### src/wtr_pkg.sv
// ----------------------------------------------------------------------------
// wtr_pkg
// Shared types, constants and codes for the wrapping tilemap row renderer.
// ----------------------------------------------------------------------------
package wtr_pkg;

  // Map and tile geometry
  localparam int MAP_SIZE       = 64;
  localparam int MAP_BITS       = $clog2(MAP_SIZE);
  localparam int TILE_COUNT     = 16;
  localparam int TILE_BITS      = $clog2(TILE_COUNT);
  localparam int SCREEN_COLUMNS = 40;
  localparam int MAX_VIEW_WIDTH = 20;
  localparam int CNT_BITS       = $clog2(MAX_VIEW_WIDTH + 1);
  localparam int MAP_DEPTH      = MAP_SIZE * MAP_SIZE;
  localparam int MAP_ADDR_W     = 2 * MAP_BITS;

  // Field widths
  localparam int KIND_W   = 2;
  localparam int CELL_W   = 6;
  localparam int TNUM_W   = 4;
  localparam int SLOT_W   = 3;
  localparam int BYTE_W   = 8;
  localparam int STICK_W  = 4;
  localparam int ROW_W    = 4;
  localparam int ENTRY_W  = 4;
  localparam int ADDR_W   = 16;
  localparam int CHAR_W   = 8;
  localparam int COLOR_W  = 4;

  // Configuration register widths and reset values
  localparam int VCOL_W   = 6;
  localparam int VROW_W   = 5;
  localparam int VWIDTH_W = 5;
  localparam int VHEIGHT_W = 4;

  localparam logic [VCOL_W-1:0]    VIEW_COL_RST    = 6'd2;
  localparam logic [VROW_W-1:0]    VIEW_ROW_RST    = 5'd2;
  localparam logic [VWIDTH_W-1:0]  VIEW_WIDTH_RST  = 5'd10;
  localparam logic [VHEIGHT_W-1:0] VIEW_HEIGHT_RST = 4'd10;
  localparam logic [ADDR_W-1:0]    CHAR_BASE_RST   = 16'h0400;
  localparam logic [ADDR_W-1:0]    COLOR_BASE_RST  = 16'hD800;

  // APB port
  localparam int APB_DATA_W = 32;
  localparam int PADDR_W    = 5;
  localparam int REG_IDX_W  = 3;

  localparam logic [REG_IDX_W-1:0] REG_VIEW_COL    = 3'd0;
  localparam logic [REG_IDX_W-1:0] REG_VIEW_ROW    = 3'd1;
  localparam logic [REG_IDX_W-1:0] REG_VIEW_WIDTH  = 3'd2;
  localparam logic [REG_IDX_W-1:0] REG_VIEW_HEIGHT = 3'd3;
  localparam logic [REG_IDX_W-1:0] REG_CHAR_BASE   = 3'd4;
  localparam logic [REG_IDX_W-1:0] REG_COLOR_BASE  = 3'd5;

  // Transaction kinds
  localparam logic [KIND_W-1:0] KIND_MAP_WR  = 2'd0;
  localparam logic [KIND_W-1:0] KIND_TILE_WR = 2'd1;
  localparam logic [KIND_W-1:0] KIND_STICK   = 2'd2;
  localparam logic [KIND_W-1:0] KIND_DRAW    = 2'd3;

  // Joystick bits
  localparam int STICK_UP    = 0;
  localparam int STICK_DOWN  = 1;
  localparam int STICK_LEFT  = 2;
  localparam int STICK_RIGHT = 3;

  typedef enum logic [2:0] {
    S_IDLE = 3'b001,
    S_DRAW = 3'b010,
    S_JOY  = 3'b100
  } state_t;

  typedef struct packed {
    logic [VCOL_W-1:0]    view_col;
    logic [VROW_W-1:0]    view_row;
    logic [VWIDTH_W-1:0]  view_width;
    logic [VHEIGHT_W-1:0] view_height;
    logic [ADDR_W-1:0]    char_base;
    logic [ADDR_W-1:0]    color_base;
  } cfg_t;

  typedef struct packed {
    logic [CELL_W-1:0]  cell_x;
    logic [CELL_W-1:0]  cell_y;
    logic [TNUM_W-1:0]  tile_number;
    logic [SLOT_W-1:0]  tile_slot;
    logic [BYTE_W-1:0]  byte_value;
    logic [STICK_W-1:0] stick;
    logic [ROW_W-1:0]   draw_row;
  } in_item_t;

  typedef struct packed {
    logic [ADDR_W-1:0]  char_address;
    logic [ADDR_W-1:0]  color_address;
    logic [CHAR_W-1:0]  char_tl;
    logic [CHAR_W-1:0]  char_tr;
    logic [CHAR_W-1:0]  char_bl;
    logic [CHAR_W-1:0]  char_br;
    logic [COLOR_W-1:0] color_tl;
    logic [COLOR_W-1:0] color_tr;
    logic [COLOR_W-1:0] color_bl;
    logic [COLOR_W-1:0] color_br;
    logic               last;
    logic               moved;
  } result_t;

  // Controller to datapath
  typedef struct packed {
    logic map_wr;
    logic tile_wr;
    logic joy_upd;
    logic load_joy;
    logic draw_start;
    logic issue;
    logic consume;
  } dp_cmd_t;

  // Datapath to controller
  typedef struct packed {
    logic joy_change;
    logic draw_ok;
    logic more_cols;
    logic last_col;
  } dp_stat_t;

endpackage

### src/wtr_ctrl.sv
// ----------------------------------------------------------------------------
// wtr_ctrl
// Sequencer: accepts transactions, walks a drawn row, owns the output valid.
// ----------------------------------------------------------------------------
module wtr_ctrl (
  input  logic                       clk,
  input  logic                       rst,
  input  logic                       in_valid,
  input  logic [wtr_pkg::KIND_W-1:0] in_kind,
  output logic                       in_ready,
  output logic                       out_valid,
  input  logic                       out_ready,
  input  wtr_pkg::dp_stat_t          stat,
  output wtr_pkg::dp_cmd_t           cmd
);
  import wtr_pkg::*;

  state_t state, state_next;
  logic   pending, pending_next;
  logic   out_valid_next;
  logic   slot_free;
  logic   accept;

  assign slot_free = !out_valid || out_ready;
  assign in_ready  = (state == S_IDLE);
  assign accept    = in_valid && in_ready;

  always_comb begin
    cmd            = '0;
    state_next     = state;
    pending_next   = pending;
    out_valid_next = out_valid && !out_ready;
    case (state)
      S_IDLE: begin
        if (accept) begin
          case (in_kind)
            KIND_MAP_WR:  cmd.map_wr  = 1'b1;
            KIND_TILE_WR: cmd.tile_wr = 1'b1;
            KIND_STICK: begin
              if (stat.joy_change) begin
                cmd.joy_upd = 1'b1;
                if (slot_free) begin
                  cmd.load_joy   = 1'b1;
                  out_valid_next = 1'b1;
                end else begin
                  state_next = S_JOY;
                end
              end
            end
            KIND_DRAW: begin
              if (stat.draw_ok) begin
                cmd.draw_start = 1'b1;
                pending_next   = 1'b0;
                state_next     = S_DRAW;
              end
            end
            default: ;
          endcase
        end
      end
      S_DRAW: begin
        // Keep one map read in flight ahead of the output register
        cmd.consume  = pending && slot_free;
        cmd.issue    = stat.more_cols && (!pending || cmd.consume);
        pending_next = cmd.issue || (pending && !cmd.consume);
        if (cmd.consume) begin
          out_valid_next = 1'b1;
          if (stat.last_col) state_next = S_IDLE;
        end
      end
      S_JOY: begin
        if (slot_free) begin
          cmd.load_joy   = 1'b1;
          out_valid_next = 1'b1;
          state_next     = S_IDLE;
        end
      end
      default: state_next = S_IDLE;
    endcase
  end

  always_ff @(posedge clk) begin
    if (rst) begin
      state     <= S_IDLE;
      pending   <= 1'b0;
      out_valid <= 1'b0;
    end else begin
      state     <= state_next;
      pending   <= pending_next;
      out_valid <= out_valid_next;
    end
  end

endmodule

### config.mk
export PLATFORM = sky130hd
export DESIGN_NAME = wtr_ctrl
export DESIGN_NICKNAME = d
export VERILOG_FILES = /design/src/wtr_pkg.sv /design/src/wtr_ctrl.sv
export SDC_FILE = /design/constraint.sdc
export NUM_CORES = 1
export LEC_CHECK = 0
export BUFFER_PORTS_ARGS = -buffer_cell sky130_fd_sc_hd__buf_2
export CORE_AREA = 4 4 41 43
export CTS_BUF_LIST = sky130_fd_sc_hd__clkbuf_16
export CTS_CLUSTER_SIZE = 24
export DETAILED_ROUTE_END_ITERATION = 8
export DIE_AREA = 0 0 45 47
export PLACE_DENSITY = 0.61
export SETUP_SLACK_MARGIN = 0.15
export SLEW_MARGIN = 20
export SYNTH_ARGS = -nofsm -noshare
export SYNTH_HDL_FRONTEND = slang
export SYNTH_SLANG_ARGS = --single-unit
### constraint.sdc
create_clock -name clk -period 2.36 [get_ports clk]
set_input_delay 0.236 -clock clk [delete_from_list [all_inputs] [get_ports clk]]
set_output_delay 0.236 -clock clk [all_outputs]
set_load 0.05 [all_outputs]
* After elaboration in Yosys (flattened, before gate mapping) *
Index checks and enable logic that the tools add are counted.

operators by class
  add/sub/neg operators = 0
  $mul = 0
  divide/modulo/power cells = 0
  $lt $le $gt $ge = 0
  equal/unequal tests = 16
  shift-type cells = 0
  muxes and demuxes = 31
  bitwise gates (word level) = 0
  reductions and logical operators = 16

operators with widths
  kind                  number
  $mux W3               8
  $mux W1               14
  $ne A3 B3 Y1 const B  3
  $pmux W3 S3           1
  $reduce_and A8 Y1     1
  $mux W2               3
  $ne A2 B1 Y1 const B  3
  $ne A2 B2 Y1 const B  3
  $pmux W3 S2           1
  $logic_and A1 B1 Y1   5
  $mux W5               1
  $eq A2 B2 Y1 const B  2
  $logic_not A1 Y1      4
  $pmux W1 S2           2
  $reduce_and A4 Y1     1
  $eq A3 B1 Y1 const B  1
  $eq A3 B2 Y1 const B  1
  $eq A3 B3 Y1 const B  1
  $logic_or A1 B1 Y1    3
  $ne A3 B1 Y1 const B  1
  $pmux W1 S3           1
  $eq A2 B1 Y1 const B  1
  $logic_not A2 Y1      1
  $reduce_bool A2 Y1    1

word-level totals
  register bits after elaboration = 5
  latch bits = 0
  RAM bits = 0
  ROM bits = 0
  input bits = 10
  logic and storage cells = 66
  memories kept = 0

* Depth between registers and ports, before layout *
  depth in word-level cells = 7
  mapped depth = 5

* Worst setup path before layout *
OpenSTA, ideal clock, no wires.

  path kind = register -> output
  from = reg state[2]
  to = out cmd[6] in the netlist's numbering
  arrival = 2.236 ns
  required time = 2.124 ns
  path slack = -0.112 ns
  stages on the path, launching flop included = 4
  path through = dfxtp_1 > nor2_1 > nand2_1 > nor4b_1

RTL lines
  what                    RTL line        RTL
  from (decl)             wtr_ctrl.sv:18  state_t state, state_next;
  from (signal assigned)  wtr_ctrl.sv:88  state <= state_next;
  to (decl)               wtr_ctrl.sv:14  output wtr_pkg::dp_cmd_t cmd

==> summary.txt <==
FP Rows -> 13
Tot GR Track Use -> 10.2%
Worst hold path type -> in2reg
DR WL/cell -> 11.0 um
RR Endpoint -> state[1]$_SDFFE_PP0P_
Layout Cells excl Fill -> 79
Design area -> 543 um^2
Layout Skew -> 0.00211 ns
Die X -> 45 um
IR drop worst, VDD -> 508 uV
Worst R2R Setup Slack -> 1.09 ns
Initial antenna violation count -> 0
Crit path launch type -> register
Mapped cell area -> 349 um^2
CTS root buf -> clkbuf_16
Flop pwr share -> 21.6%
Switch Pwr -> 0.0881 mW
Final ANT Viol Nets -> 0
Starting density of the core -> 26.8%
Cell leakage power -> 0.232 nW
Sequential fraction of the synthesis area -> 28.7%
Final setup fails -> 0
Share of layout cells above drive strength 1 -> 39.1%
R2R Path Start -> state[2]$_SDFFE_PP0P_
Critical path class -> reg2out
Router iterations before antenna repair -> 3
Internal power -> 0.323 mW
Area of placed instances -> 464 um^2
DRT iter0 DRCs -> 6
Syn Area/Cell -> 8.31 um^2
Port Buffers -> 18
Clock sinks -> 5
Syn_nets -> 52
Least-Margin Pin Slew -> 0.394 ns
Post-layout minimum cycle time -> 1.79 ns
Final Cycle Share -> 75.9%
Ant diodes -> 0
Worst reg-to-reg path cell count -> 5
Crit path capture -> cmd[1]
DRC -> 0
Final Max Slew Viols -> 0
Dominant cells by area after synthesis -> dfxtp_1 29%, a2111oi_4 7.9%, a21oi_1 5.7%
Vias in the first global route -> 357
FF+latch count, synth -> 5
P per Cell Area -> 756 nW/um^2
Global-route wire length before repair -> 1510 um
H-tree depth -> 1
Worst slack at placement -> 0.788 ns
Util after Layout -> 41.7%
Area Overhead vs Synth -> 55.6%
Die area -> 2120 um^2
Post-CTS setup buffers -> 0
Placeable Area -> 1300 um^2
Comb pwr share -> 11.7%
Synth warn -> 0
CTS tree -> done
RD Place Congestion -> 0.730
CP required -> 2.12 ns
Post-Syn Instances -> 42
Crit path arrival time -> 1.55 ns
Cts hold-fix bufs -> 0
Synth top area share -> 28.7%
Peak Freq -> 0.558 GHz
I/O pins -> 19
Vias after detailed routing -> 382
Max-slew headroom -> 73.6%
CP Capture Type -> primary output
Post-CTS Resized -> 0
Reg clk slew, reported paths -> 0.03 ns
Hpwl dp -> 691 um
Detailed-route wire length -> 872 um
Via density -> 4.84
Total clock buffers created by CTS -> 3
Nets -> 75
Status -> completed
Gr ovfl total -> 0
Max_cap viols -> 0
Max FO, Critical Path -> 8
Largest net degree at the start of global routing -> 9
Setup tns final -> 0 ns
Hold Vio Cnt, Final -> 0
Clock network power share -> 66.6%
Vert. Die Dim -> 47 um
Clk_lat worst skew -> 0.23 ns
Unrepaired setup endpoints after global routing -> no
Final WS setup -> 0.569 ns
Placed insts -> 75
Origin of the worst setup path -> state[1]$_SDFFE_PP0P_
Distinct cells, synth -> 24
Sw Ratio -> 21.4%
Synth area leader -> dfxtp_1
Longest Clk Path Bufs -> 2
## stage by stage
stage / total power, mW / hold WS, ns
final: 0.411 / 0.262
after global routing: 0.427 / 0.274
after CTS: 0.418 / 0.260
after detailed placement: 0.139 / 0.500
after global placement: 0.138 / 0.502
after floorplan: 0.121 / 0.305
## critical path, stage by stage, from the launching register on
cell and delay, ns:
dfxtp_1 0.42, nor3b_1 0.39, nand2_1 0.13, a21oi_1 0.12
buf_2 0.27
## cells by family (layout without fill, tap and decap cells)
kind of cell | after synthesis | after routing | synth area share, %
buffers and inverters | 1 | 23 | 1.07
AOI/OAI and AO/OA | 11 | 11 | 25.8
and+or+nand+nor | 25 | 25 | 44.4
DFF | 5 | 5 | 28.7
## layout make-up
type                    count  area, um^2
multi-input cells          36         251
flip-flops and latches      5         100
well taps                  15        18.8
fillers                   146         758
repair buffers             18        90.1
clock inverters             1        3.75
inverters                   1        3.75
clock buffers               3        75.1
## synth_stat cells, drive strengths merged
master,count
o21ai,1
nand3,1
nor3,1
nor2,4
o211ai,2
nor4b,1
nand2,4
and4b,1
nand4b,2
nor2b,3
nand3b,1
and3,2
nand4,1
or2,1
dfxtp,5
o2bb2ai,1
nor3b,2
nand2b,1
a21oi,4
a2111oi,1
inv,1
o21bai,1
a31oi,1
## cell usage in the layout (no fill, tap or decap)
| master | n |
|---|---|
| and3_4 | 1 |
| a2111oi_4 | 1 |
| nand4_1 | 1 |
| inv_1 | 2 |
| nor3_1 | 1 |
| and3_1 | 1 |
| nor2b_1 | 3 |
| buf_2 | 18 |
| a21oi_1 | 4 |
| clkbuf_16 | 3 |
| nand4b_1 | 2 |
| o21ai_0 | 1 |
| o21bai_1 | 1 |
| and4b_2 | 1 |
| nor3b_1 | 2 |
| o2bb2ai_1 | 1 |
| nand2_1 | 4 |
| a31oi_1 | 1 |
| dfxtp_1 | 5 |
| nor4b_2 | 1 |
| nor2_1 | 4 |
| o211ai_1 | 2 |
| nand3b_1 | 1 |
| nand2b_1 | 1 |
| nand3_1 | 1 |
| or2_0 | 1 |
## worst min path at each step
stage          startpoint                     to  cells past startpoint  slack [ns]
5_1_grt               rst  state[1]$_SDFFE_PP0P_                      2        0.27
3_5_place_dp          rst  state[1]$_SDFFE_PP0P_                      2        0.50
3_3_place_gp          rst  state[1]$_SDFFE_PP0P_                      2        0.50
6_report              rst  state[1]$_SDFFE_PP0P_                      2        0.26
2_1_floorplan         rst   out_valid$_SDFF_PP0_                      1        0.31
4_1_cts               rst  state[1]$_SDFFE_PP0P_                      2        0.26
## registers in the layout, indices dropped and copies added (netlist names)
signal     cells
state          3
out_valid      1
pending        1
## metal layers
layer / vias to the layer above / track usage [%] / share of wire, %
li1: 205 / - / -
met1: 162 / 12.0 / 45
met2: 12 / 15.3 / 45
met3: 3 / 2.68 / 6.5
met4: 0 / 8.77 / 3.2
met5: - / 0 / 0
## power by group through the flow
stage | Combinational, mW | Sequential, mW | Clock [mW]
5_1_grt | 0.0523 | 0.0894 | 0.285
2_1_floorplan | 0.0299 | 0.0911 | 0
3_3_place_gp | 0.0482 | 0.0901 | 0
6_report | 0.0481 | 0.0889 | 0.274
3_5_place_dp | 0.0485 | 0.0901 | 0
4_1_cts | 0.0486 | 0.0889 | 0.281
Power figures use the tool's default switching activity.
