[config.mk]
export PLATFORM = sky130hd
export DESIGN_NAME = wtr_cfg
export DESIGN_NICKNAME = d
export VERILOG_FILES = /design/src/wtr_pkg.sv /design/src/wtr_cfg.sv
export SDC_FILE = /design/constraint.sdc
export NUM_CORES = 1
export LEC_CHECK = 0
export ABC_AREA = 1
export BUFFER_PORTS_ARGS = -buffer_cell sky130_fd_sc_hd__buf_2
export CORE_MARGIN = 2
export CORE_UTILIZATION = 40
export DETAILED_ROUTE_END_ITERATION = 6
export PLACE_DENSITY = 0.73
export SLEW_MARGIN = 40
export SYNTH_ARGS = -nofsm -noshare
export SYNTH_HDL_FRONTEND = slang
export SYNTH_SLANG_ARGS = --single-unit
[constraint.sdc]
create_clock -name clk -period 1.05 [get_ports clk]
set_clock_uncertainty 0.1 [all_clocks]
set_input_delay 0.0525 -clock clk [delete_from_list [all_inputs] [get_ports clk]]
set_output_delay 0.0525 -clock clk [all_outputs]
set_load 0.1 [all_outputs]
[src/wtr_pkg.sv]
// ----------------------------------------------------------------------------
// wtr_pkg
// Shared types, constants and codes for the wrapping tilemap row renderer.
// ----------------------------------------------------------------------------
package wtr_pkg;

  // Map and tile geometry
  localparam int MAP_SIZE       = 64;
  localparam int MAP_BITS       = $clog2(MAP_SIZE);
  localparam int TILE_COUNT     = 16;
  localparam int TILE_BITS      = $clog2(TILE_COUNT);
  localparam int SCREEN_COLUMNS = 40;
  localparam int MAX_VIEW_WIDTH = 20;
  localparam int CNT_BITS       = $clog2(MAX_VIEW_WIDTH + 1);
  localparam int MAP_DEPTH      = MAP_SIZE * MAP_SIZE;
  localparam int MAP_ADDR_W     = 2 * MAP_BITS;

  // Field widths
  localparam int KIND_W   = 2;
  localparam int CELL_W   = 6;
  localparam int TNUM_W   = 4;
  localparam int SLOT_W   = 3;
  localparam int BYTE_W   = 8;
  localparam int STICK_W  = 4;
  localparam int ROW_W    = 4;
  localparam int ENTRY_W  = 4;
  localparam int ADDR_W   = 16;
  localparam int CHAR_W   = 8;
  localparam int COLOR_W  = 4;

  // Configuration register widths and reset values
  localparam int VCOL_W   = 6;
  localparam int VROW_W   = 5;
  localparam int VWIDTH_W = 5;
  localparam int VHEIGHT_W = 4;

  localparam logic [VCOL_W-1:0]    VIEW_COL_RST    = 6'd2;
  localparam logic [VROW_W-1:0]    VIEW_ROW_RST    = 5'd2;
  localparam logic [VWIDTH_W-1:0]  VIEW_WIDTH_RST  = 5'd10;
  localparam logic [VHEIGHT_W-1:0] VIEW_HEIGHT_RST = 4'd10;
  localparam logic [ADDR_W-1:0]    CHAR_BASE_RST   = 16'h0400;
  localparam logic [ADDR_W-1:0]    COLOR_BASE_RST  = 16'hD800;

  // APB port
  localparam int APB_DATA_W = 32;
  localparam int PADDR_W    = 5;
  localparam int REG_IDX_W  = 3;

  localparam logic [REG_IDX_W-1:0] REG_VIEW_COL    = 3'd0;
  localparam logic [REG_IDX_W-1:0] REG_VIEW_ROW    = 3'd1;
  localparam logic [REG_IDX_W-1:0] REG_VIEW_WIDTH  = 3'd2;
  localparam logic [REG_IDX_W-1:0] REG_VIEW_HEIGHT = 3'd3;
  localparam logic [REG_IDX_W-1:0] REG_CHAR_BASE   = 3'd4;
  localparam logic [REG_IDX_W-1:0] REG_COLOR_BASE  = 3'd5;

  // Transaction kinds
  localparam logic [KIND_W-1:0] KIND_MAP_WR  = 2'd0;
  localparam logic [KIND_W-1:0] KIND_TILE_WR = 2'd1;
  localparam logic [KIND_W-1:0] KIND_STICK   = 2'd2;
  localparam logic [KIND_W-1:0] KIND_DRAW    = 2'd3;

  // Joystick bits
  localparam int STICK_UP    = 0;
  localparam int STICK_DOWN  = 1;
  localparam int STICK_LEFT  = 2;
  localparam int STICK_RIGHT = 3;

  typedef enum logic [2:0] {
    S_IDLE = 3'b001,
    S_DRAW = 3'b010,
    S_JOY  = 3'b100
  } state_t;

  typedef struct packed {
    logic [VCOL_W-1:0]    view_col;
    logic [VROW_W-1:0]    view_row;
    logic [VWIDTH_W-1:0]  view_width;
    logic [VHEIGHT_W-1:0] view_height;
    logic [ADDR_W-1:0]    char_base;
    logic [ADDR_W-1:0]    color_base;
  } cfg_t;

  typedef struct packed {
    logic [CELL_W-1:0]  cell_x;
    logic [CELL_W-1:0]  cell_y;
    logic [TNUM_W-1:0]  tile_number;
    logic [SLOT_W-1:0]  tile_slot;
    logic [BYTE_W-1:0]  byte_value;
    logic [STICK_W-1:0] stick;
    logic [ROW_W-1:0]   draw_row;
  } in_item_t;

  typedef struct packed {
    logic [ADDR_W-1:0]  char_address;
    logic [ADDR_W-1:0]  color_address;
    logic [CHAR_W-1:0]  char_tl;
    logic [CHAR_W-1:0]  char_tr;
    logic [CHAR_W-1:0]  char_bl;
    logic [CHAR_W-1:0]  char_br;
    logic [COLOR_W-1:0] color_tl;
    logic [COLOR_W-1:0] color_tr;
    logic [COLOR_W-1:0] color_bl;
    logic [COLOR_W-1:0] color_br;
    logic               last;
    logic               moved;
  } result_t;

  // Controller to datapath
  typedef struct packed {
    logic map_wr;
    logic tile_wr;
    logic joy_upd;
    logic load_joy;
    logic draw_start;
    logic issue;
    logic consume;
  } dp_cmd_t;

  // Datapath to controller
  typedef struct packed {
    logic joy_change;
    logic draw_ok;
    logic more_cols;
    logic last_col;
  } dp_stat_t;

endpackage

[src/wtr_cfg.sv]
// ----------------------------------------------------------------------------
// wtr_cfg
// APB register file holding the viewport geometry and base addresses.
// ----------------------------------------------------------------------------
module wtr_cfg (
  input  logic                         clk,
  input  logic                         rst,
  input  logic                         psel,
  input  logic                         penable,
  input  logic                         pwrite,
  input  logic [wtr_pkg::PADDR_W-1:0]  paddr,
  input  logic [wtr_pkg::APB_DATA_W-1:0] pwdata,
  output logic [wtr_pkg::APB_DATA_W-1:0] prdata,
  output logic                         pready,
  output wtr_pkg::cfg_t                cfg
);
  import wtr_pkg::*;

  logic [REG_IDX_W-1:0] idx;
  logic                 wr_en;

  assign idx    = paddr[PADDR_W-1:2];
  assign pready = 1'b1;
  assign wr_en  = psel && penable && pwrite;

  always_ff @(posedge clk) begin
    if (rst) begin
      cfg.view_col    <= VIEW_COL_RST;
      cfg.view_row    <= VIEW_ROW_RST;
      cfg.view_width  <= VIEW_WIDTH_RST;
      cfg.view_height <= VIEW_HEIGHT_RST;
      cfg.char_base   <= CHAR_BASE_RST;
      cfg.color_base  <= COLOR_BASE_RST;
    end else if (wr_en) begin
      case (idx)
        REG_VIEW_COL:    cfg.view_col    <= pwdata[VCOL_W-1:0];
        REG_VIEW_ROW:    cfg.view_row    <= pwdata[VROW_W-1:0];
        REG_VIEW_WIDTH:  cfg.view_width  <= pwdata[VWIDTH_W-1:0];
        REG_VIEW_HEIGHT: cfg.view_height <= pwdata[VHEIGHT_W-1:0];
        REG_CHAR_BASE:   cfg.char_base   <= pwdata[ADDR_W-1:0];
        REG_COLOR_BASE:  cfg.color_base  <= pwdata[ADDR_W-1:0];
        default: ;
      endcase
    end
  end

  always_comb begin
    case (idx)
      REG_VIEW_COL:    prdata = APB_DATA_W'(cfg.view_col);
      REG_VIEW_ROW:    prdata = APB_DATA_W'(cfg.view_row);
      REG_VIEW_WIDTH:  prdata = APB_DATA_W'(cfg.view_width);
      REG_VIEW_HEIGHT: prdata = APB_DATA_W'(cfg.view_height);
      REG_CHAR_BASE:   prdata = APB_DATA_W'(cfg.char_base);
      REG_COLOR_BASE:  prdata = APB_DATA_W'(cfg.color_base);
      default:         prdata = '0;
    endcase
  end

endmodule

# Word level (Yosys, flattened, before mapping)
# Cells that the tools add are included.
[totals]
register_bits = 52
latchBits = 0
mem_bits_rw = 0
rom_bits = 0
in_bits = 42
output_inout_bits = 85
elab_cells = 21
n_memories = 0
[op_classes]
add_sub_neg = 0
mul = 0
n_div = 0
n_lt_le_gt_ge = 0
eq_ne = 5
shifts = 0
muxes = 1
n_bitwise = 0
n_reduce_logical = 9
[ops]
columns = ["operator", "n"]
rows = [
  ["one-hot mux 16 bit (6 select lines)", 1],
  ["AND reduction 2 bit", 6],
  ["== test 3 x 2 -> 1 bit, second input constant", 2],
  ["== test 3 bit, second input constant", 2],
  ["== test 3 x 1 -> 1 bit, second input constant", 1],
  ["logical NOT 3 bit", 1],
  ["logical AND 1 bit", 2],
]

# Longest topological paths before layout
# Gate-level depths: netlist of run 1.
[logic_depth]
word_depth = 3
ltp_mapped = 8
mapped_depth_nobuf = 7

# Least setup slack after synthesis of run 1
# OpenSTA, ideal clock, no wires.
[synth_timing]
path_type = "register to output"
from = "reg cfg[1] (netlist name)"
to = "out prdata[1] (netlist name)"
arrival_time_ns = 1.893
t_required_ns = 0.897
path_slack_ns = -0.995
path_stages_with_launch = 5
n_path_buf = 0
path_cell_list = "dfxtp_1 nand4_1 nand2_1 nor2_1 nand2_1"
[synth_via]
elab_chain_len = 1
[synth_lines]
columns = ["element", "line_no", "source"]
rows = [
  ["start: declaration", "wtr_cfg.sv:15", "output wtr_pkg::cfg_t cfg"],
  ["one-hot mux 16 bit (6 select lines)", "wtr_cfg.sv:48", "case (idx)"],
  ["end: declaration", "wtr_cfg.sv:13", "output logic [wtr_pkg::APB_DATA_W-1:0] prdata,"],
]
# No other way between the ends.

# Worst setup path after layout of run 1
[layout_timing]
from = "reg cfg[36] (netlist name)"
to = "out prdata[0] (netlist name)"
# The elaborated chain is that of the path after synthesis.

==> impl_metrics.ini, run 1 <==
[place]
dp_hpwl_microns = 7290
placed_cells = 625
post-place-ws_ps = -191
gp_congestion = 0.910
io_buffers = 91

[pwr]
ir_drop_mv = 0.996
seqPwrFrac_pct = 40.9
p_per_area_nw_per_um2 = 793
switching_power_mw = 1.85
p_int_mw = 2.83
switching_share_pct = 39.6
clock_power_share_pct = 26.9
combPwrFrac_pct = 32.2
leakage_nw = 2.79

[clock_tree]
cts_buffers = 5
cts_sinks = 52
clk_pin_slew_worst_paths_ps = 120
cts_tree = yes
clkLatencyLatePin_ps = 310
cts_buffer_depth = 2
cts-htree-levels = 2
cts_root_buf = clkbuf_8

[grt]
grtUsageTotal_pct = 35.0
grt_pass1_vias = 3854
grt_overflow = 0
grt_first_pass_wirelength_microns = 20200
grt_max_degree = 53
antenna_found_initial = 0

[yosys]
synth_area_sq_um = 2700
synth.distinct_cells = 19
synthCells = 428
ys_top_cells_by_area = dfxtp_1 39%, nand2_1 18%, nor2_1 14%
syn_area_per_cell_sq_um = 6.31
yosys.area.top_type = dfxtp_1
synth_top_area_share_pct = 38.5
yosys_register_bits = 52
yosys_warnings = 0
yosysSeqAreaShare_pct = 38.5

[run]
drv_cap = 0

[min_path]
hold_path_class = input port to flip-flop

[timing]
setup_slack_ps = -406
rsz0062_at_grt = true
slew_violations = 0
period_share_pct = 139
min_period_ps = 1460
hold_violations = 0
fmax_mhz = 687
setup_viol_count_final = 58

[finish]
largest_reg_flops = 52
final_cells = 677
diodes = 0
regMostFlops = cfg
drive_gt1_share_pct = 51.0
reg_top3 = cfg x52
synthToLayoutAreaGrowth_pct = 119
n_fill_cell = 219
layout.nets = 641
layout_common_cells = 91 x nor2_1, 84 x nand2_1, 76 x buf_12
final_common_cell = nor2_1

[detailed_routing]
drt_wl_total_microns = 14500
routedWlPerCell_microns = 21.4
routed-via-count = 3964
dr.pass1.iters = 5
drc = 0
drt-vias-per-instance = 5.86
drtIter0Drc = 444
ant_nets = 0

[critical_path]
cp_slowest_cell = dfxtp_4
worstSetupStartpointType = flip-flop
critPathMaxFanout = 2
required_ps = 900
crit_path_max_incr_delay_ps = 370
cp.arrival_ps = 1300
timing.critical_path.cells = nand4_1 > nand2_1 > nor2_1 > nand2_4 > buf_12
critPathKind = flip-flop to output pin
critPathCaptureType = output pin

[outcome]
outcome = finished with violations
violations = negative setup slack

[floorplan]
ioPinCount = 127
dieArea_sq_um = 7430
die_x_microns = 86.2
start_util_pct = 41.8
core_sq_um = 6460
die_y_microns = 86.2
row_count = 29
[per-layer routing]
layer	GRT usage, %	part of all wire (%)	vias to the layer above
met1	40.8	34	1814
met5	0	0	-
met4	17.6	9.5	0
met2	61.6	46	366
li1	-	-	1641
met3	6.38	10	143
[logic make-up (layout without fill, tap and decap cells)]
logic type | count (synthesis) | count (layout) | share of synthesized area (%)
AO/OA/AOI/OAI | 7 | 7 | 1.30
AND/OR/NAND/NOR | 299 | 299 | 46.9
buffers and inverters | 68 | 225 | 13.0
flip-flops | 52 | 52 | 38.5
other | 2 | 17 | 0.278
[Yosys cell counts (all sizes together)]
cell / instances
dfxtp: 52
buf: 31
clkinv: 1
nand3: 49
nand2: 129
clkbuf: 5
inv: 31
nor2: 108
o21ai: 7
nand4: 13
conb: 2
[power by group through the flow]
stage / combinational (mW) / clock, mW / sequential, mW
final: 1.51 / 1.26 / 1.92
after global routing: 1.55 / 1.32 / 1.92
after CTS: 1.40 / 1.22 / 1.91
after detailed placement: 1.28 / 0 / 1.96
after global placement: 1.26 / 0 / 1.96
after floorplan: 0.743 / 0 / 2.13
[critical path: cells and delay by family (launching register included)]
kind | cells | cell delay, ps
simple gates | 4 | 460
flops | 1 | 370
buf+inv | 1 | 170
[final timing paths]
kind	to	cells past startpoint	startpoint	slack, ps
max reg2reg	cfg[36]$_SDFFE_PP0P_	4	cfg[36]$_SDFFE_PP0P_	-40
min reg2reg	cfg[45]$_SDFFE_PP0P_	2	cfg[45]$_SDFFE_PP0P_	440
min	cfg[51]$_SDFFE_PP0P_	5	pwdata[5]	100
max	prdata[0]	5	cfg[36]$_SDFFE_PP0P_	-410
[cell type report]
cell class | instances | area, sq um | share of cell area [%]
Clock buffer | 5 | 68.8 | 1.16
Clock inverter | 3 | 25.0 | 0.424
Inverter | 32 | 140 | 2.37
Multi-Input combinational cell | 323 | 1850 | 31.3
Sequential cell | 52 | 1240 | 20.9
Tap cell | 77 | 96.3 | 1.63
Timing Repair Buffer | 185 | 2490 | 42.2
[per-stage QoR]
stage               hold WS [ps]  setup TNS (ps)  power (mW)  instance area [sq um]  util (%)
floorplan                   77.9           -1920        2.88                   3280         -
CTS                         48.6           -4720        4.53                   5720      88.6
global placement             180           -4390        3.21                   5050      78.2
global route                 108           -7460        4.78                   5910      91.5
finish                      98.2           -6150        4.69                   5910      91.5
detailed placement           197           -7240        3.24                   5050      78.2
[repair_timing]
| action | 4_1_cts | 5_1_grt |
|---|---|---|
| buffers inserted | 21 | 21 |
| pin swaps | 34 | 17 |
| resized for setup | 83 | 38 |
| endpoints found under the setup margin | 41 | 72 |
| endpoints found under the hold margin | 23 | 0 |
| hold buffers | 12 | 0 |
Power figures use the tool's default switching activity.
==> inputs of run 2 (changes only) <==
Settings changed: CORE_UTILIZATION 40 to 42, PLACE_DENSITY 0.73 to 0.76.
==> impl_metrics.ini, run 2 (synthesis gave the netlist of run 1 again) <==
[critical_path]
critPathKind = flip-flop to output pin
endpoint = prdata[2]
crit_start = cfg[38]$_SDFFE_PP0P_
r2r_slack_ps = -30
required_ps = 900
worstSetupStartpointType = flip-flop
critPathCaptureType = output pin
cp.arrival_ps = 1520
rr_startpoint = cfg[46]$_SDFFE_PP0P_
reg2reg_to = cfg[46]$_SDFFE_PP0P_
r2r_cells = 3
critPathMaxFanout = 2

[timing]
rsz0062_at_grt = true
fin_tns_setup_ps = -8310
fmax_mhz = 598
min_period_ps = 1670
period_share_pct = 159
setup_viol_count_final = 83
hold_violations = 0
slew_violations = 0
setup_slack_ps = -622

[detailed_routing]
routedWlPerCell_microns = 28.6
drt_wl_total_microns = 19500
drt-vias-per-instance = 6.42
routed-via-count = 4381
dr.pass1.iters = 7
ant_nets = 0
drtIter0Drc = 656
drc = 3

[finish]
multi_input_area_sq_um = 1940
layout.nets = 646
largest_reg_flops = 52
fin_util_pct = 96.1
ff_latch_area_sq_um = 1240
diodes = 0
layout_common_cells = 87 x nor2_1, 82 x nand2_1, 77 x buf_12
final_common_cell = nor2_1
drive_gt1_share_pct = 52.6
n_fill_cell = 130
reg_top3 = cfg x52
stdcell_area_sq_um = 6030
synthToLayoutAreaGrowth_pct = 123
regMostFlops = cfg

[place]
io_buffers = 91
gp_congestion = 1.01
place_area_sq_um = 5040
dp_hpwl_microns = 7310

[pwr]
ir_drop_mv = 1.03
p_per_area_nw_per_um2 = 785
leakage_nw = 2.75
power_mw = 4.73

[floorplan]
start_util_pct = 43.1
row_count = 29
ioPinCount = 127
die_y_microns = 84.2
dieArea_sq_um = 7090
core_sq_um = 6280
die_x_microns = 84.2

[outcome]
violations = design-rule violations, negative setup slack
outcome = finished with violations

[clock_tree]
cts_tree = yes
clk_pin_slew_worst_paths_ps = 110
cts_buffers = 5
clkLatencyLatePin_ps = 310
cts_root_buf = clkbuf_8
cts-htree-levels = 2
cts_sinks = 52
cts_buffer_depth = 2

[grt]
grtUsageTotal_pct = 45.4
grt_pass1_vias = 4235
grt_first_pass_wirelength_microns = 24600
grt_max_degree = 53
grt_overflow = 0
antenna_found_initial = 0

[min_path]
hold_path_class = input port to flip-flop

[run]
drv_cap = 0
[run 2: changes by cell type in the layout (fill, tap and decap cells not counted), moves of 4 or more]
cell / before / now
nor2_1: 91 / 87
buf_6: 44 / 39
buf_4: 32 / 39
nand2_8: 11 / 16
nand2_4: 28 / 23
[run 2: metal layers]
metal | up-vias | track usage, % | wire length (microns)
li1 | 1645 | - | -
met1 | 1980 | 50.8 | 6250
met2 | 532 | 76.1 | 8510
met3 | 224 | 11.0 | 2550
met4 | 0 | 31.1 | 2220
met5 | - | 0 | 0
[run 2: layout make-up]
| cell class | count | area share, % |
|---|---|---|
| multi-input cells | 323 | 32.1 |
| clock inverters | 2 | 0.187 |
| well taps | 77 | 1.60 |
| repair buffers | 190 | 42.1 |
| flip-flops and latches | 52 | 20.5 |
| inverters | 32 | 2.37 |
| clock buffers | 6 | 1.20 |
[run 2: power breakdown]
group | leakage (nW) | total, mW | internal, mW | switching [mW]
registers | 0.452 | 1.92 | 1.88 | 0.0408
clock network | 0.0388 | 1.20 | 0.465 | 0.736
logic | 2.26 | 1.61 | 0.476 | 1.13
[run 2: what timing repair did]
action	4_1_cts	5_1_grt
hold endpoints to repair	26	0
buffers inserted	25	27
hold buffers	13	0
pin swaps	34	24
cloned	1	0
endpoints found under the setup margin	42	84
gates resized for setup	100	47
[run 2: how the worst min path moves through the flow]
stage	from	endpoint	slack, ps	depth (start not counted)
global route	pwdata[4]	cfg[4]$_SDFFE_PP0P_	180	5
detailed placement	pwdata[14]	cfg[14]$_SDFFE_PP1P_	190	3
finish	pwdata[4]	cfg[45]$_SDFFE_PP0P_	130	5
floorplan	pwdata[1]	cfg[37]$_SDFFE_PP1P_	80	2
CTS	paddr[3]	cfg[26]$_SDFFE_PP1P_	40	5
global placement	pwdata[12]	cfg[12]$_SDFFE_PP1P_	180	3
[run 2: worst max-delay path: stages, from the launching register on]
cell,delay [ps]
dfxtp_4,370
nand4_1,280
nand2_1,220
nor2_2,70
nand2_4,90
buf_12,170
[run 2: stage by stage]
step	hold WS, ps	worst slack, ps	cells
2_1_floorplan	77.9	-117	443
3_3_place_gp	177	-178	627
3_5_place_dp	192	-226	627
4_1_cts	41.5	-334	672
5_1_grt	175	-599	682
6_report	129	-622	682
==> inputs of run 3 (changes only) <==
Settings changed: CORE_ASPECT_RATIO set to 1.5.
Clock period 1.05 ns to 1.5 ns, I/O delays scaled along.
==> impl_metrics.ini, run 3 (synthesis gave the netlist of run 1 again) <==
[outcome]
outcome = complete, no violations

[critical_path]
critPathKind = input port to output pin
worstSetupStartpointType = input port
rr_startpoint = cfg[2]$_SDFFE_PP0P_
cp.arrival_ps = 1210
critPathMaxFanout = 11
crit_start = paddr[2]
critPathCaptureType = output pin
required_ps = 1320

[floorplan]
die_x_microns = 69.5
row_count = 35
ioPinCount = 127
core_sq_um = 6170
start_util_pct = 43.8
dieArea_sq_um = 7110
die_y_microns = 102

[grt]
grt_first_pass_wirelength_microns = 12700
grtUsageTotal_pct = 22.2
grt_overflow = 0
grt_pass1_vias = 2881
grt_max_degree = 53
antenna_found_initial = 0

[place]
dp_hpwl_microns = 5610
post-place-ws_ps = 93.2
placed_cells = 588
gp_congestion = 0.878
io_buffers = 91

[finish]
layout_common_cells = 113 x nand2_1, 100 x nor2_1, 75 x buf_2
fin_util_pct = 61.6
synthToLayoutAreaGrowth_pct = 40.8
largest_reg_flops = 52
n_fill_cell = 582
regMostFlops = cfg
diodes = 0
layout.nets = 575
drive_gt1_share_pct = 37.1
final_cells = 608
reg_top3 = cfg x52
final_common_cell = nand2_1

[detailed_routing]
drtIter0Drc = 124
dr.pass1.iters = 5
drt-vias-per-instance = 4.89
drt_wl_total_microns = 7730
ant_nets = 0
routed-via-count = 2972
routedWlPerCell_microns = 12.7
drc = 0

[clock_tree]
cts_sinks = 52
cts_tree = yes
cts-htree-levels = 2
cts_buffer_depth = 2
clk_pin_slew_worst_paths_ps = 100
cts_root_buf = clkbuf_8
clkLatencyLatePin_ps = 300
cts_setup_buffers = 0
cts_buffers = 5

[timing]
setup_viol_count_final = 0
fin_tns_setup_ps = 0
hold_violations = 0
rsz0062_at_grt = false
fmax_mhz = 724
period_share_pct = 92.1
slew_violations = 0
setup_slack_ps = 119
min_period_ps = 1380

[pwr]
leakage_nw = 1.85
ir_drop_mv = 0.450
p_per_area_nw_per_um2 = 834
power_mw = 3.18

[min_path]
hold_path_class = input port to flip-flop
holdCritStartpoint = pwdata[5]

[run]
drv_cap = 0
## run 3: layer usage
metal / part of all wire [%] / wire (microns) / global-route usage (%) / vias up
met5: 0 / 0 / 0 / -
met4: 4.5 / 349 / 13.6 / 0
met3: 5.0 / 388 / 3.55 / 27
met2: 51 / 3930 / 41.5 / 116
met1: 40 / 3060 / 23.1 / 1331
li1: - / - / - / 1498
## run 3: what timing repair did
action	4_1_cts	5_1_grt
endpoints found under the hold margin	25	0
gates resized for setup	0	1
hold buffers	12	0
endpoints found under the setup margin	0	2
## run 3: worst max-delay path: stages
cell and delay [ps]:
buf_2 240, nand3_2 160, inv_1 320, nand2_1 110, nand3_2 120, buf_12 180
## run 3: per-stage QoR
stage	hold slack, ps	instance area, sq um
after floorplan	101	2870
after global placement	207	3570
after detailed placement	214	3570
after CTS	2.66	3800
after global routing	23.2	3810
final	2.83	3810
## run 3: report_power, final
part	internal, mW	switching, mW	total, mW
sequential	1.40	0.0144	1.41
clock	0.494	0.476	0.971
combinational	0.178	0.614	0.791
## run 3: layout make-up
class / instances / area [sq um] / area share [%]
clock buffers: 5 / 68.8 / 1.81
multi-input cells: 323 / 1420 / 37.2
well taps: 74 / 92.6 / 2.43
repair buffers: 119 / 961 / 25.2
clock inverters: 3 / 42.5 / 1.12
inverters: 32 / 120 / 3.16
flip-flops and latches: 52 / 1110 / 29.1
## run 3: path summary, 6_finish.rpt
path | end | slack, ps | cells past startpoint
max | prdata[5] | 120 | 6
min | cfg[5]$_SDFFE_PP0P_ | 3 | 5
max reg2reg | cfg[2]$_SDFFE_PP0P_ | 780 | 2
min reg2reg | cfg[39]$_SDFFE_PP1P_ | 380 | 2
